File: src/hdl/assc_pkg.sv
// ----------------------------------------------------------------------------
// assc_pkg: shared types and constants of the adaptive step size controller
// Item structs, register indexes, reset values and the sequencer states.
// ----------------------------------------------------------------------------
`default_nettype none

package assc_pkg;

    localparam int RETRY_LIMIT_DEF     = 10;
    localparam int ROOT_ITERATIONS_DEF = 32;

    // configuration register indexes
    localparam logic [2:0] REG_TOLERANCE  = 3'd0;
    localparam logic [2:0] REG_RATIO_MAX  = 3'd1;
    localparam logic [2:0] REG_RATIO_MIN  = 3'd2;
    localparam logic [2:0] REG_SCALE      = 3'd3;
    localparam logic [2:0] REG_STEP_MAX   = 3'd4;
    localparam logic [2:0] REG_STEP_MIN   = 3'd5;
    localparam logic [2:0] REG_INIT_STEP  = 3'd6;
    localparam logic [2:0] REG_DIV_ACTION = 3'd7;

    // register reset values
    localparam logic [31:0] TOLERANCE_RST  = 32'd65536;
    localparam logic [20:0] RATIO_MAX_RST  = 21'd131072;
    localparam logic [20:0] RATIO_MIN_RST  = 21'd32768;
    localparam logic [16:0] SCALE_RST      = 17'd58982;
    localparam logic [31:0] STEP_MAX_RST   = 32'd65536;
    localparam logic [31:0] STEP_MIN_RST   = 32'd1;
    localparam logic [31:0] INIT_STEP_RST  = 32'd655;

    // divergence actions
    localparam logic [1:0] ACT_HALVE    = 2'd0;
    localparam logic [1:0] ACT_CONTINUE = 2'd1;
    localparam logic [1:0] ACT_STOP     = 2'd2;

    localparam logic CMD_CONVERGED = 1'b0;
    localparam logic CMD_DIVERGED  = 1'b1;

    typedef struct packed {
        logic        command;
        logic [31:0] error_norm;
        logic [2:0]  method_order;
    } in_item_t;

    typedef struct packed {
        logic        step_accepted;
        logic        forced_advance;
        logic        halted;
        logic [31:0] next_step_size;
        logic [3:0]  retries_used;
    } out_item_t;

    typedef enum logic [3:0] {
        ST_IDLE,
        ST_DIV,
        ST_RCAND,
        ST_RMUL,
        ST_SCALE,
        ST_NSTEP,
        ST_HIB,
        ST_LOB,
        ST_LIMIT,
        ST_FIN
    } assc_state_t;

endpackage

`default_nettype wire

File: src/hdl/adaptive_step_size_controller_unit.sv
// ----------------------------------------------------------------------------
// adaptive_step_size_controller_unit: step size proposal for a time integrator
// Tolerance check, (order+1)-th root of tol/norm, ratio and absolute banding.
// ----------------------------------------------------------------------------
// One item is in flight at a time. A converged item with a nonzero norm runs
// through the restoring divider (one quotient bit a cycle), then through the
// root search over ROOT_ITERATIONS bits (32 by default), where every trial
// power runs through a 64 x 16 digit-serial multiplier at three digits a
// product, then through four more products, the absolute band and hand-over.
// A zero norm skips the divider and the root; halving and stop items go
// straight to hand-over. A finished result sits in an output register, so the
// next item is taken while it waits.
`default_nettype none

module adaptive_step_size_controller_unit #(
    parameter int RETRY_LIMIT     = assc_pkg::RETRY_LIMIT_DEF,
    parameter int ROOT_ITERATIONS = assc_pkg::ROOT_ITERATIONS_DEF
) (
    input  wire                  aclk,
    input  wire                  aresetn,
    input  wire                  s_valid,
    output logic                 s_ready,
    input  assc_pkg::in_item_t   s_data,
    output logic                 m_valid,
    input  wire                  m_ready,
    output assc_pkg::out_item_t  m_data,
    input  wire                  cfg_valid,
    output logic                 cfg_ready,
    input  wire [2:0]            cfg_index,
    input  wire [31:0]           cfg_wdata
);

    localparam int IW = $clog2(ROOT_ITERATIONS);

    // configuration
    logic [31:0] tol_reg, step_max_reg, step_min_reg;
    logic [20:0] ratio_max_reg, ratio_min_reg;
    logic [16:0] scale_reg;
    logic [1:0]  action_reg;

    // controller state
    logic [31:0] cur_reg, cur_next, prev_reg, prev_next;
    logic [3:0]  retry_reg, retry_next;

    assc_pkg::assc_state_t state_reg, state_next;

    // working registers
    logic [31:0] norm_reg, norm_next;
    logic [2:0]  order_reg, order_next;
    logic        acc_reg, acc_next, halt_reg, halt_next, hit_reg, hit_next;
    logic [63:0] div_reg, div_next;
    logic [32:0] rem_reg, rem_next;
    logic [5:0]  cnt_reg, cnt_next;
    logic [47:0] root_reg, root_next, cand_reg, cand_next, bit_reg, bit_next;
    logic [IW-1:0] iter_reg, iter_next;
    logic [2:0]  jcnt_reg, jcnt_next;
    logic [63:0] n_reg, n_next;

    // digit-serial multiplier
    logic [63:0] mul_a_reg, mul_a_next;
    logic [47:0] mul_b_reg, mul_b_next;
    logic [63:0] acc_hi_reg, acc_hi_next;
    logic [47:0] acc_lo_reg, acc_lo_next;
    logic [1:0]  dig_reg, dig_next;

    logic        m_valid_reg, m_valid_next;
    assc_pkg::out_item_t out_reg, out_next;

    // combinational helpers
    logic [79:0] mul_pp, mul_sum;
    logic [63:0] prod_hi;
    logic [47:0] prod_lo;
    logic        mul_last;
    logic [63:0] pw_new, mid_val;
    logic [32:0] div_shift;
    logic        div_ge;
    logic [47:0] cand_now, root_upd;
    logic        keep;
    logic [3:0]  attempts;

    assign s_ready   = (state_reg == assc_pkg::ST_IDLE);
    assign cfg_ready = 1'b1;
    assign m_valid   = m_valid_reg;
    assign m_data    = out_reg;

    assign mul_pp   = {16'b0, mul_a_reg} * {64'b0, mul_b_reg[15:0]};
    assign mul_sum  = {16'b0, acc_hi_reg} + mul_pp;
    assign prod_hi  = mul_sum[79:16];
    assign prod_lo  = {mul_sum[15:0], acc_lo_reg[47:16]};
    assign mul_last = (dig_reg == 2'd2);
    // product >> 32 and product >> 16, both as 64 bits
    assign pw_new   = {prod_hi[47:0], prod_lo[47:32]};
    assign mid_val  = {prod_hi[31:0], prod_lo[47:16]};

    assign div_shift = {rem_reg[31:0], div_reg[63]};
    assign div_ge    = (div_shift >= {1'b0, norm_reg});
    assign cand_now  = root_reg | bit_reg;
    assign attempts  = retry_reg + 4'd1;

    always_ff @(posedge aclk) begin
        if (!aresetn) begin
            tol_reg       <= assc_pkg::TOLERANCE_RST;
            ratio_max_reg <= assc_pkg::RATIO_MAX_RST;
            ratio_min_reg <= assc_pkg::RATIO_MIN_RST;
            scale_reg     <= assc_pkg::SCALE_RST;
            step_max_reg  <= assc_pkg::STEP_MAX_RST;
            step_min_reg  <= assc_pkg::STEP_MIN_RST;
            action_reg    <= assc_pkg::ACT_HALVE;
        end else if (cfg_valid) begin
            case (cfg_index)
                assc_pkg::REG_TOLERANCE:  tol_reg       <= cfg_wdata;
                assc_pkg::REG_RATIO_MAX:  ratio_max_reg <= cfg_wdata[20:0];
                assc_pkg::REG_RATIO_MIN:  ratio_min_reg <= cfg_wdata[20:0];
                assc_pkg::REG_SCALE:      scale_reg     <= cfg_wdata[16:0];
                assc_pkg::REG_STEP_MAX:   step_max_reg  <= cfg_wdata;
                assc_pkg::REG_STEP_MIN:   step_min_reg  <= cfg_wdata;
                // the step state only takes the initial step at reset
                assc_pkg::REG_INIT_STEP:  ;
                assc_pkg::REG_DIV_ACTION: action_reg    <= cfg_wdata[1:0];
                default: ;
            endcase
        end
    end

    always_ff @(posedge aclk) begin
        if (!aresetn) begin
            state_reg   <= assc_pkg::ST_IDLE;
            cur_reg     <= assc_pkg::INIT_STEP_RST;
            prev_reg    <= assc_pkg::INIT_STEP_RST;
            retry_reg   <= '0;
            m_valid_reg <= 1'b0;
        end else begin
            state_reg   <= state_next;
            cur_reg     <= cur_next;
            prev_reg    <= prev_next;
            retry_reg   <= retry_next;
            m_valid_reg <= m_valid_next;
        end
    end

    always_ff @(posedge aclk) begin
        norm_reg   <= norm_next;
        order_reg  <= order_next;
        acc_reg    <= acc_next;
        halt_reg   <= halt_next;
        hit_reg    <= hit_next;
        div_reg    <= div_next;
        rem_reg    <= rem_next;
        cnt_reg    <= cnt_next;
        root_reg   <= root_next;
        cand_reg   <= cand_next;
        bit_reg    <= bit_next;
        iter_reg   <= iter_next;
        jcnt_reg   <= jcnt_next;
        n_reg      <= n_next;
        mul_a_reg  <= mul_a_next;
        mul_b_reg  <= mul_b_next;
        acc_hi_reg <= acc_hi_next;
        acc_lo_reg <= acc_lo_next;
        dig_reg    <= dig_next;
        out_reg    <= out_next;
    end

    always_comb begin
        state_next   = state_reg;
        cur_next     = cur_reg;
        prev_next    = prev_reg;
        retry_next   = retry_reg;
        m_valid_next = m_valid_reg && !m_ready;
        out_next     = out_reg;
        norm_next    = norm_reg;
        order_next   = order_reg;
        acc_next     = acc_reg;
        halt_next    = halt_reg;
        hit_next     = hit_reg;
        div_next     = div_reg;
        rem_next     = rem_reg;
        cnt_next     = cnt_reg;
        root_next    = root_reg;
        cand_next    = cand_reg;
        bit_next     = bit_reg;
        iter_next    = iter_reg;
        jcnt_next    = jcnt_reg;
        n_next       = n_reg;
        mul_a_next   = mul_a_reg;
        mul_b_next   = mul_b_reg;
        acc_hi_next  = acc_hi_reg;
        acc_lo_next  = acc_lo_reg;
        dig_next     = dig_reg;
        keep         = 1'b0;
        root_upd     = root_reg;

        // advance the multiplier one digit in every product state
        if (state_reg inside {assc_pkg::ST_RMUL, assc_pkg::ST_SCALE, assc_pkg::ST_NSTEP,
                              assc_pkg::ST_HIB, assc_pkg::ST_LOB}) begin
            acc_hi_next = prod_hi;
            acc_lo_next = prod_lo;
            mul_b_next  = {16'b0, mul_b_reg[47:16]};
            dig_next    = dig_reg + 2'd1;
        end

        case (state_reg)
            assc_pkg::ST_IDLE: begin
                if (s_valid) begin
                    norm_next  = s_data.error_norm;
                    order_next = s_data.method_order;
                    halt_next  = 1'b0;
                    acc_next   = 1'b0;
                    if (s_data.command == assc_pkg::CMD_DIVERGED &&
                        action_reg >= assc_pkg::ACT_STOP) begin
                        halt_next  = 1'b1;
                        state_next = assc_pkg::ST_FIN;
                    end else if (s_data.command == assc_pkg::CMD_DIVERGED &&
                                 action_reg == assc_pkg::ACT_HALVE) begin
                        n_next     = {33'b0, cur_reg[31:1]};
                        state_next = assc_pkg::ST_FIN;
                    end else begin
                        acc_next = (s_data.error_norm < tol_reg);
                        if (s_data.error_norm == '0) begin
                            mul_a_next  = {43'b0, ratio_max_reg};
                            mul_b_next  = {16'b0, cur_reg};
                            acc_hi_next = '0;
                            acc_lo_next = '0;
                            dig_next    = '0;
                            state_next  = assc_pkg::ST_NSTEP;
                        end else begin
                            div_next   = {tol_reg, 32'b0};
                            rem_next   = '0;
                            cnt_next   = '0;
                            state_next = assc_pkg::ST_DIV;
                        end
                    end
                end
            end
            assc_pkg::ST_DIV: begin
                rem_next = div_ge ? (div_shift - {1'b0, norm_reg}) : div_shift;
                div_next = {div_reg[62:0], div_ge};
                cnt_next = cnt_reg + 6'd1;
                if (cnt_reg == 6'd63) begin
                    root_next  = '0;
                    bit_next   = {1'b1, 47'b0};
                    iter_next  = '0;
                    state_next = assc_pkg::ST_RCAND;
                end
            end
            assc_pkg::ST_RCAND: begin
                cand_next = cand_now;
                if (order_reg == '0) begin
                    keep = ({16'b0, cand_now} <= div_reg);
                end else begin
                    mul_a_next  = {16'b0, cand_now};
                    mul_b_next  = cand_now;
                    acc_hi_next = '0;
                    acc_lo_next = '0;
                    dig_next    = '0;
                    jcnt_next   = 3'd1;
                    state_next  = assc_pkg::ST_RMUL;
                end
            end
            assc_pkg::ST_RMUL: begin
                if (mul_last) begin
                    if (prod_hi[63:48] != '0) begin
                        keep = 1'b0;
                    end else if (jcnt_reg == order_reg) begin
                        keep = (pw_new <= div_reg);
                    end else begin
                        jcnt_next   = jcnt_reg + 3'd1;
                        mul_a_next  = pw_new;
                        mul_b_next  = cand_reg;
                        acc_hi_next = '0;
                        acc_lo_next = '0;
                        dig_next    = '0;
                    end
                end
            end
            assc_pkg::ST_SCALE: begin
                if (mul_last) begin
                    mul_a_next  = {16'b0, pw_new[47:0]};
                    mul_b_next  = {16'b0, cur_reg};
                    acc_hi_next = '0;
                    acc_lo_next = '0;
                    dig_next    = '0;
                    state_next  = assc_pkg::ST_NSTEP;
                end
            end
            assc_pkg::ST_NSTEP: begin
                if (mul_last) begin
                    n_next      = (prod_hi[63:32] != '0) ? '1 : mid_val;
                    mul_a_next  = {43'b0, ratio_max_reg};
                    mul_b_next  = {16'b0, prev_reg};
                    acc_hi_next = '0;
                    acc_lo_next = '0;
                    dig_next    = '0;
                    state_next  = assc_pkg::ST_HIB;
                end
            end
            assc_pkg::ST_HIB: begin
                if (mul_last) begin
                    hit_next = (n_reg > mid_val);
                    if (n_reg > mid_val) begin
                        n_next = mid_val;
                    end
                    mul_a_next  = {43'b0, ratio_min_reg};
                    mul_b_next  = {16'b0, prev_reg};
                    acc_hi_next = '0;
                    acc_lo_next = '0;
                    dig_next    = '0;
                    state_next  = assc_pkg::ST_LOB;
                end
            end
            assc_pkg::ST_LOB: begin
                if (mul_last) begin
                    if (!hit_reg && n_reg < mid_val) begin
                        n_next = mid_val;
                    end
                    state_next = assc_pkg::ST_LIMIT;
                end
            end
            assc_pkg::ST_LIMIT: begin
                if (n_reg > {32'b0, step_max_reg}) begin
                    n_next = {32'b0, step_max_reg};
                end else if (n_reg < {32'b0, step_min_reg}) begin
                    n_next = {32'b0, step_min_reg};
                end
                state_next = assc_pkg::ST_FIN;
            end
            assc_pkg::ST_FIN: begin
                // hold until the output register is free
                if (!m_valid_reg || m_ready) begin
                    m_valid_next = 1'b1;
                    state_next   = assc_pkg::ST_IDLE;
                    if (halt_reg) begin
                        out_next.step_accepted  = 1'b0;
                        out_next.forced_advance = 1'b0;
                        out_next.halted         = 1'b1;
                        out_next.next_step_size = cur_reg;
                        out_next.retries_used   = retry_reg;
                    end else begin
                        out_next.step_accepted  = acc_reg;
                        out_next.forced_advance = !acc_reg &&
                                                  (attempts >= 4'(RETRY_LIMIT));
                        out_next.halted         = 1'b0;
                        out_next.next_step_size = n_reg[31:0];
                        out_next.retries_used   = attempts;
                        cur_next = n_reg[31:0];
                        if (acc_reg) begin
                            prev_next  = cur_reg;
                            retry_next = '0;
                        end else if (attempts >= 4'(RETRY_LIMIT)) begin
                            prev_next  = n_reg[31:0];
                            retry_next = '0;
                        end else begin
                            retry_next = attempts;
                        end
                    end
                end
            end
            default: state_next = assc_pkg::ST_IDLE;
        endcase

        // close one root bit: keep or drop it, then move to the next
        if ((state_reg == assc_pkg::ST_RCAND && order_reg == '0) ||
            (state_reg == assc_pkg::ST_RMUL && mul_last &&
             (prod_hi[63:48] != '0 || jcnt_reg == order_reg))) begin
            if (keep) begin
                root_upd = (state_reg == assc_pkg::ST_RCAND) ? cand_now : cand_reg;
            end
            root_next = root_upd;
            bit_next  = {1'b0, bit_reg[47:1]};
            iter_next = iter_reg + IW'(1);
            if (iter_reg == IW'(ROOT_ITERATIONS - 1)) begin
                mul_a_next  = {16'b0, root_upd};
                mul_b_next  = {31'b0, scale_reg};
                acc_hi_next = '0;
                acc_lo_next = '0;
                dig_next    = '0;
                state_next  = assc_pkg::ST_SCALE;
            end else begin
                state_next = assc_pkg::ST_RCAND;
            end
        end
    end

    a_retry_bound: assert property (@(posedge aclk) disable iff (!aresetn)
        retry_reg < 4'(RETRY_LIMIT))
        else $error("retry count reached the limit without clearing");

    a_result_from_fin: assert property (@(posedge aclk) disable iff (!aresetn)
        $rose(m_valid_reg) |-> $past(state_reg == assc_pkg::ST_FIN))
        else $error("result raised outside the hand-over state");

    a_div_remainder: assert property (@(posedge aclk) disable iff (!aresetn)
        (state_reg == assc_pkg::ST_DIV) |=> (rem_reg < {1'b0, norm_reg}))
        else $error("divider remainder not below the norm");

    a_power_count: assert property (@(posedge aclk) disable iff (!aresetn)
        (state_reg == assc_pkg::ST_RMUL) |-> (jcnt_reg != '0 && jcnt_reg <= order_reg))
        else $error("root power count out of range");

endmodule

`default_nettype wire
File: config.mk
export PLATFORM = sky130hd
export DESIGN_NAME = adaptive_step_size_controller_unit
export DESIGN_NICKNAME = d
export VERILOG_FILES = /design/src/hdl/assc_pkg.sv /design/src/hdl/adaptive_step_size_controller_unit.sv
export SDC_FILE = /design/constraint.sdc
export NUM_CORES = 2
export LEC_CHECK = 0
export BUFFER_PORTS_ARGS = -buffer_cell sky130_fd_sc_hd__buf_2
export CAP_MARGIN = 10
export CORE_ASPECT_RATIO = 0.75
export CORE_MARGIN = 10
export CORE_UTILIZATION = 40
export CTS_BUF_LIST = sky130_fd_sc_hd__clkbuf_2
export DETAILED_ROUTE_END_ITERATION = 10
export PLACE_DENSITY = 0.66
export SLEW_MARGIN = 30
export SYNTH_ARGS = -nofsm -noshare
export SYNTH_HDL_FRONTEND = slang
export SYNTH_SLANG_ARGS = --single-unit
export TNS_END_PERCENT = 1
File: constraint.sdc
create_clock -name aclk -period 25 [get_ports aclk]
set_clock_uncertainty 0.15 [all_clocks]
set_input_delay 1.25 -clock aclk [delete_from_list [all_inputs] [get_ports aclk]]
set_output_delay 1.25 -clock aclk [all_outputs]
set_load 0.05 [all_outputs]
# Word level (Yosys, flattened, before mapping)
# Index checks and enable logic that the tools add are counted.
# op_classes
n_addsub	7
mul	1
order_cmp	10
n_eq_ne	43
n_mux	138
bitwise_logic	2
n_reduce_logical	50
# op_table
cell	n
64-bit 2-to-1 mux	40
48-bit 2-to-1 mux	30
64-bit one-hot mux with 6 select lines	1
64-bit one-hot mux with 5 select lines	1
64-bit one-hot mux with 4 select lines	1
48-bit one-hot mux with 5 select lines	1
32-bit 2-to-1 mux	7
48-bit one-hot mux with 4 select lines	1
47-bit 2-to-1 mux	3
64-bit one-hot mux with 2 select lines	1
64-bit by 80-bit adder with 80-bit output	1
64-bit by 16-bit multiplier with 80-bit output	1
64-bit by 32-bit greater-than comparator with 1-bit output	1
64-bit greater-than comparator	1
48-bit by 64-bit less-or-equal comparator with 1-bit output	1
64-bit less-or-equal comparator	1
64-bit by 32-bit less-than comparator with 1-bit output	1
64-bit less-than comparator	1
32-bit one-hot mux with 2 select lines	1
4-bit 2-to-1 mux	13
48-bit OR	1
4-bit one-hot mux with 10 select lines	1
37-bit 2-to-1 mux	1
33-bit by 32-bit greater-or-equal comparator with 1-bit output	1
53 further kinds	139
# word_totals
regBits	851
elab_cells	288

# Logic depth before layout (Yosys ltp)
# logic_depth
depth_word	10
ltp_mapped	40
ltp_nobuf	38

# Least setup slack after synthesis
# Ideal clock, no wire load.
# synth_timing
path_type	input to register
startpoint	input s_data[35] (netlist bit)
endpoint	register cnt_reg[0] (enable)
setup_time_ns	1.107
t_arrival_ns	17.395
setup_slack_ns	6.348
path_stages	3
n_path_buf	0
cell_sequence	o21ai_0 > o211ai_1 > a2111oi_0
# synth_between
elab_chain_len	3
word_cells_on_any_way	5
# synth_rtl
item	line	source
start: declaration	adaptive_step_size_controller_unit.sv:23	input assc_pkg::in_item_t s_data,
1-bit logical AND (on tied branches)	adaptive_step_size_controller_unit.sv:213, adaptive_step_size_controller_unit.sv:209	
2-bit != test (no source line)	-	
5-bit AND reduction (no source line) (*)	-	
end signal: assignment	adaptive_step_size_controller_unit.sv:149	cnt_reg <= cnt_next;
end: declaration	adaptive_step_size_controller_unit.sv:53	logic [5:0] cnt_reg, cnt_next;
# Mark *: on every way between the ends. The rest lies on a longest branch, timed or not.
# A chain may end at the register's enable or synchronous reset.

# Worst setup path after layout
# layout_timing
startpoint	register mul_b_reg[2]
endpoint	register root_reg[5], data pin
# layout_between
elab_chain_len	9
word_cells_on_any_way	13
# layout_rtl
item	line	source
start: declaration	adaptive_step_size_controller_unit.sv:61	logic [47:0] mul_b_reg, mul_b_next;
start signal: assignment	adaptive_step_size_controller_unit.sv:157	mul_b_reg <= mul_b_next;
64-bit by 16-bit multiplier with 80-bit output (*)	adaptive_step_size_controller_unit.sv:86	assign mul_pp = {16'b0, mul_a_reg} * {64'b0, mul_b_reg[15:0]};
64-bit by 80-bit adder with 80-bit output (*)	adaptive_step_size_controller_unit.sv:87	assign mul_sum = {16'b0, acc_hi_reg} + mul_pp;
64-bit less-or-equal comparator	adaptive_step_size_controller_unit.sv:265	keep = (pw_new <= div_reg);
1-bit 2-to-1 mux	adaptive_step_size_controller_unit.sv:264	end else if (jcnt_reg == order_reg) begin
1-bit 2-to-1 mux	adaptive_step_size_controller_unit.sv:262	if (prod_hi[63:48] != '0) begin
1-bit 2-to-1 mux	adaptive_step_size_controller_unit.sv:261	if (mul_last) begin
1-bit one-hot mux with 2 select lines	adaptive_step_size_controller_unit.sv:202	case (state_reg)
48-bit 2-to-1 mux	adaptive_step_size_controller_unit.sv:365	if (keep) begin
48-bit 2-to-1 mux (*)	adaptive_step_size_controller_unit.sv:362	if ((state_reg == assc_pkg::ST_RCAND && order_reg == '0) ||
end signal: assignment	adaptive_step_size_controller_unit.sv:150	root_reg <= root_next;
end: declaration	adaptive_step_size_controller_unit.sv:54	logic [47:0] root_reg, root_next, cand_reg, cand_next, bit_reg, bit_next;
# Marks and branches as above.

==> reports/metrics.cfg <==
[worst_hold_path]
min_from = s_data[8]
min_path_cells = 2
hold_class = input port to flop
holdPathEnd = norm_reg[5]$_DFFE_PP_

[setup_path]
rr_endpoint = root_reg[5]$_SDFFCE_PP0P_
crit_path_top_delay_cell = a311oi_1
cp-end-kind = flop
cp_common_cell = fa_1
crit_path_max_incr_delay_ns = 1.01
worstSetupPathType = flop to flop
critPathMaxFanout = 52
r2r-start = mul_b_reg[2]$_DFF_P_
arrival_ns = 13.83
worstPathRequired_ns = 26.24
start_kind = flop
rr_worst_depth = 33
r2r_slack_ns = 12.41

[yosys]
synth_area_um2 = 78600
synth_edf_count = 346
synthSimpleGateAreaFrac_pct = 17.5
synth_top_family_by_area = adder cells
synth_common_cells = inv_1, nand2_1, fa_1
yosys.area_share.xor_xnor_pct = 1.20
yosys_warnings = 0
synth_top_area_cell = fa_1
yosys-top-cells-area = fa_1, edfxtp_1, dfxtp_1
synth_compound_area_share_pct = 13.0
yosysMostFrequentCell = inv_1
synth_cell_type_count = 85
synth_cells = 8957
synth-adder-area-share_pct = 31.1
yosysTopAreaCellShare_pct = 23.7
yosysSeqAreaShare_pct = 25.3
synth_flop_cell = dfxtp_1
synth_seq_cells = 819
synthMuxAreaShare_pct = 2.67
syn_avg_cell_area_um2 = 8.78
syn_nets = 10427
async_flop_share_pct = 0

[timing]
max_slew.worst_pin.slew_ns = 1.21
timing.setup.tns_ns = 0
slew_violations = 0
setup_viol = 0
slew_headroom_pct = 19.2
fin_crit_ns = 12.59
post-route-period-util_pct = 50.4
max_freq_ghz = 0.0794
rsz0062_at_grt = false
hold_viol_final = 0

[placement]
dpl_cell_area_um2 = 82000
port_buffers = 116
dpl.hpwl_mm = 209
routabilityCongestion = 1.01

[final_layout]
final_cell_area_um2 = 85100
area_growth_pct = 8.28
regArea_um2 = 19900
final.fill_count = 19017
multi_input_area_um2 = 51700
fin_nets = 10503
final_core_util_pct = 43.7
drive_gt1_share_pct = 8.17

[floorplanning]
die_h_um = 404
die_area_um2 = 215000
start_util_pct = 40.4
die_w_um = 532
num_rows = 140
core-area_um2 = 195000
ioPinCount = 118

[global_route]
met1_usage_pct = 36.0
antenna_found_initial = 13
grt_remaining_overflow = 0
top_usage_layer = met2
grt_pass1_vias = 67127
grt_max_degree = 140
grt_util_met3_pct = 8.47
grt_use_total_pct = 25.4
use_met2_pct = 36.1
grt_pass1_wl_mm = 422

[clock_tree]
clock_latency_ns = 1.81
cts_sinks = 819
cts_resized = 0
path_clk_slew_ns = 0.12
cts-buffers-inserted = 205
clk_path_buf_depth = 3
cts_root_buf = clkbuf_2
cts_setup_buffers = 0
tritoncts = built
htreeDepth = 4

[detailed_routing]
drt_iter0_drc = 8164
ant_nets = 0
drt_wl_total_mm = 280
drt-wirelength-per-cell_um = 23.6
drc_errors = 0
first_pass_iters = 6
vias = 66905
via_per_inst = 5.64

[flow_run]
cap_violations = 0

[run_status]
status = complete, no violations

what timing repair did:
action                                  4_1_cts  5_1_grt
endpoints found under the setup margin        0        0
hold buffers                                102        0
endpoints found under the hold margin       224        0
cells by family after synthesis:
kind of cell	after synthesis
adder cells (fa/ha/maj)	1394
XOR/XNOR	108
AO/OA/AOI/OAI	1559
AND/OR/NAND/NOR	2937
other	1
buffers and inverters	1934
flip-flops	819
multiplexers	205
how the worst max path moves through the flow:
stage / startpoint / end / slack [ns]
4_1_cts: mul_b_reg[2]$_DFF_P_ / root_reg[5]$_SDFFCE_PP0P_ / 12.82
2_1_floorplan: s_data[35] / cnt_reg[0]$_SDFFCE_PN0P_ / 6.35
6_report: mul_b_reg[2]$_DFF_P_ / root_reg[5]$_SDFFCE_PP0P_ / 12.41
3_5_place_dp: mul_b_reg[2]$_DFF_P_ / root_reg[5]$_SDFFCE_PP0P_ / 12.90
3_3_place_gp: mul_b_reg[2]$_DFF_P_ / root_reg[5]$_SDFFCE_PP0P_ / 13.08
5_1_grt: mul_b_reg[2]$_DFF_P_ / root_reg[5]$_SDFFCE_PP0P_ / 12.19
per-layer routing:
metal / share of wire [%] / vias to the layer above
met2: 41 / 4063
met1: 42 / 32963
li1: - / 29238
met3: 14 / 639
met4: 3.6 / 2
met5: 0.0043 / -
per-stage QoR:
stage | setup WS, ns | std cells | hold slack [ns]
2_1_floorplan | 6.35 | 8957 | 0.285
3_3_place_gp | 13.08 | 11343 | 0.293
3_5_place_dp | 12.90 | 11347 | 0.298
4_1_cts | 12.82 | 11836 | 0.00383
5_1_grt | 12.19 | 11852 | 0.0521
6_report | 12.41 | 11857 | 0.131
final cells by class:
type,count,area share (%)
clock inverter,90,0.602
timing repair buffer,372,3.37
tap,2627,3.86
sequential,819,23.4
antenna,17,0.0500
inverter,1431,6.31
clock buffer,297,1.75
multi-input combinational,6204,60.7
cells in the final DEF (no fill, tap or decap), drive strengths merged, types with 53 or more instances in the layout:
cell type and n:
inv 1439, nand2 1271, fa 931, and2 575, nor2 541, a21oi 490, dfxtp 473, ha 463
edfxtp 346, clkbuf 297, buf 270, o21ai 262, a21boi 180, mux2i 168, a21o 127, nand3 105
dlygate4sd3 102, nand4 101, nor2b 99, clkinv 79, xnor2 60, a221oi 55, a211oi 55, o22ai 54
nor3 53
critical path, delay by kind of cell (launching register included):
kind	cells	cell delay, ns
AO/OA/AOI/OAI	5	2.25
XOR/XNOR	1	0.68
multiplexers	1	0.42
adder cells (fa/ha/maj)	8	3.72
AND/OR/NAND/NOR	13	2.90
buffers and inverters	5	1.50
flip-flops	1	0.52
Power is left out: the tool's default activity adds up to more than one toggle a clock period on the data nets, which glitch-free logic cannot reach.
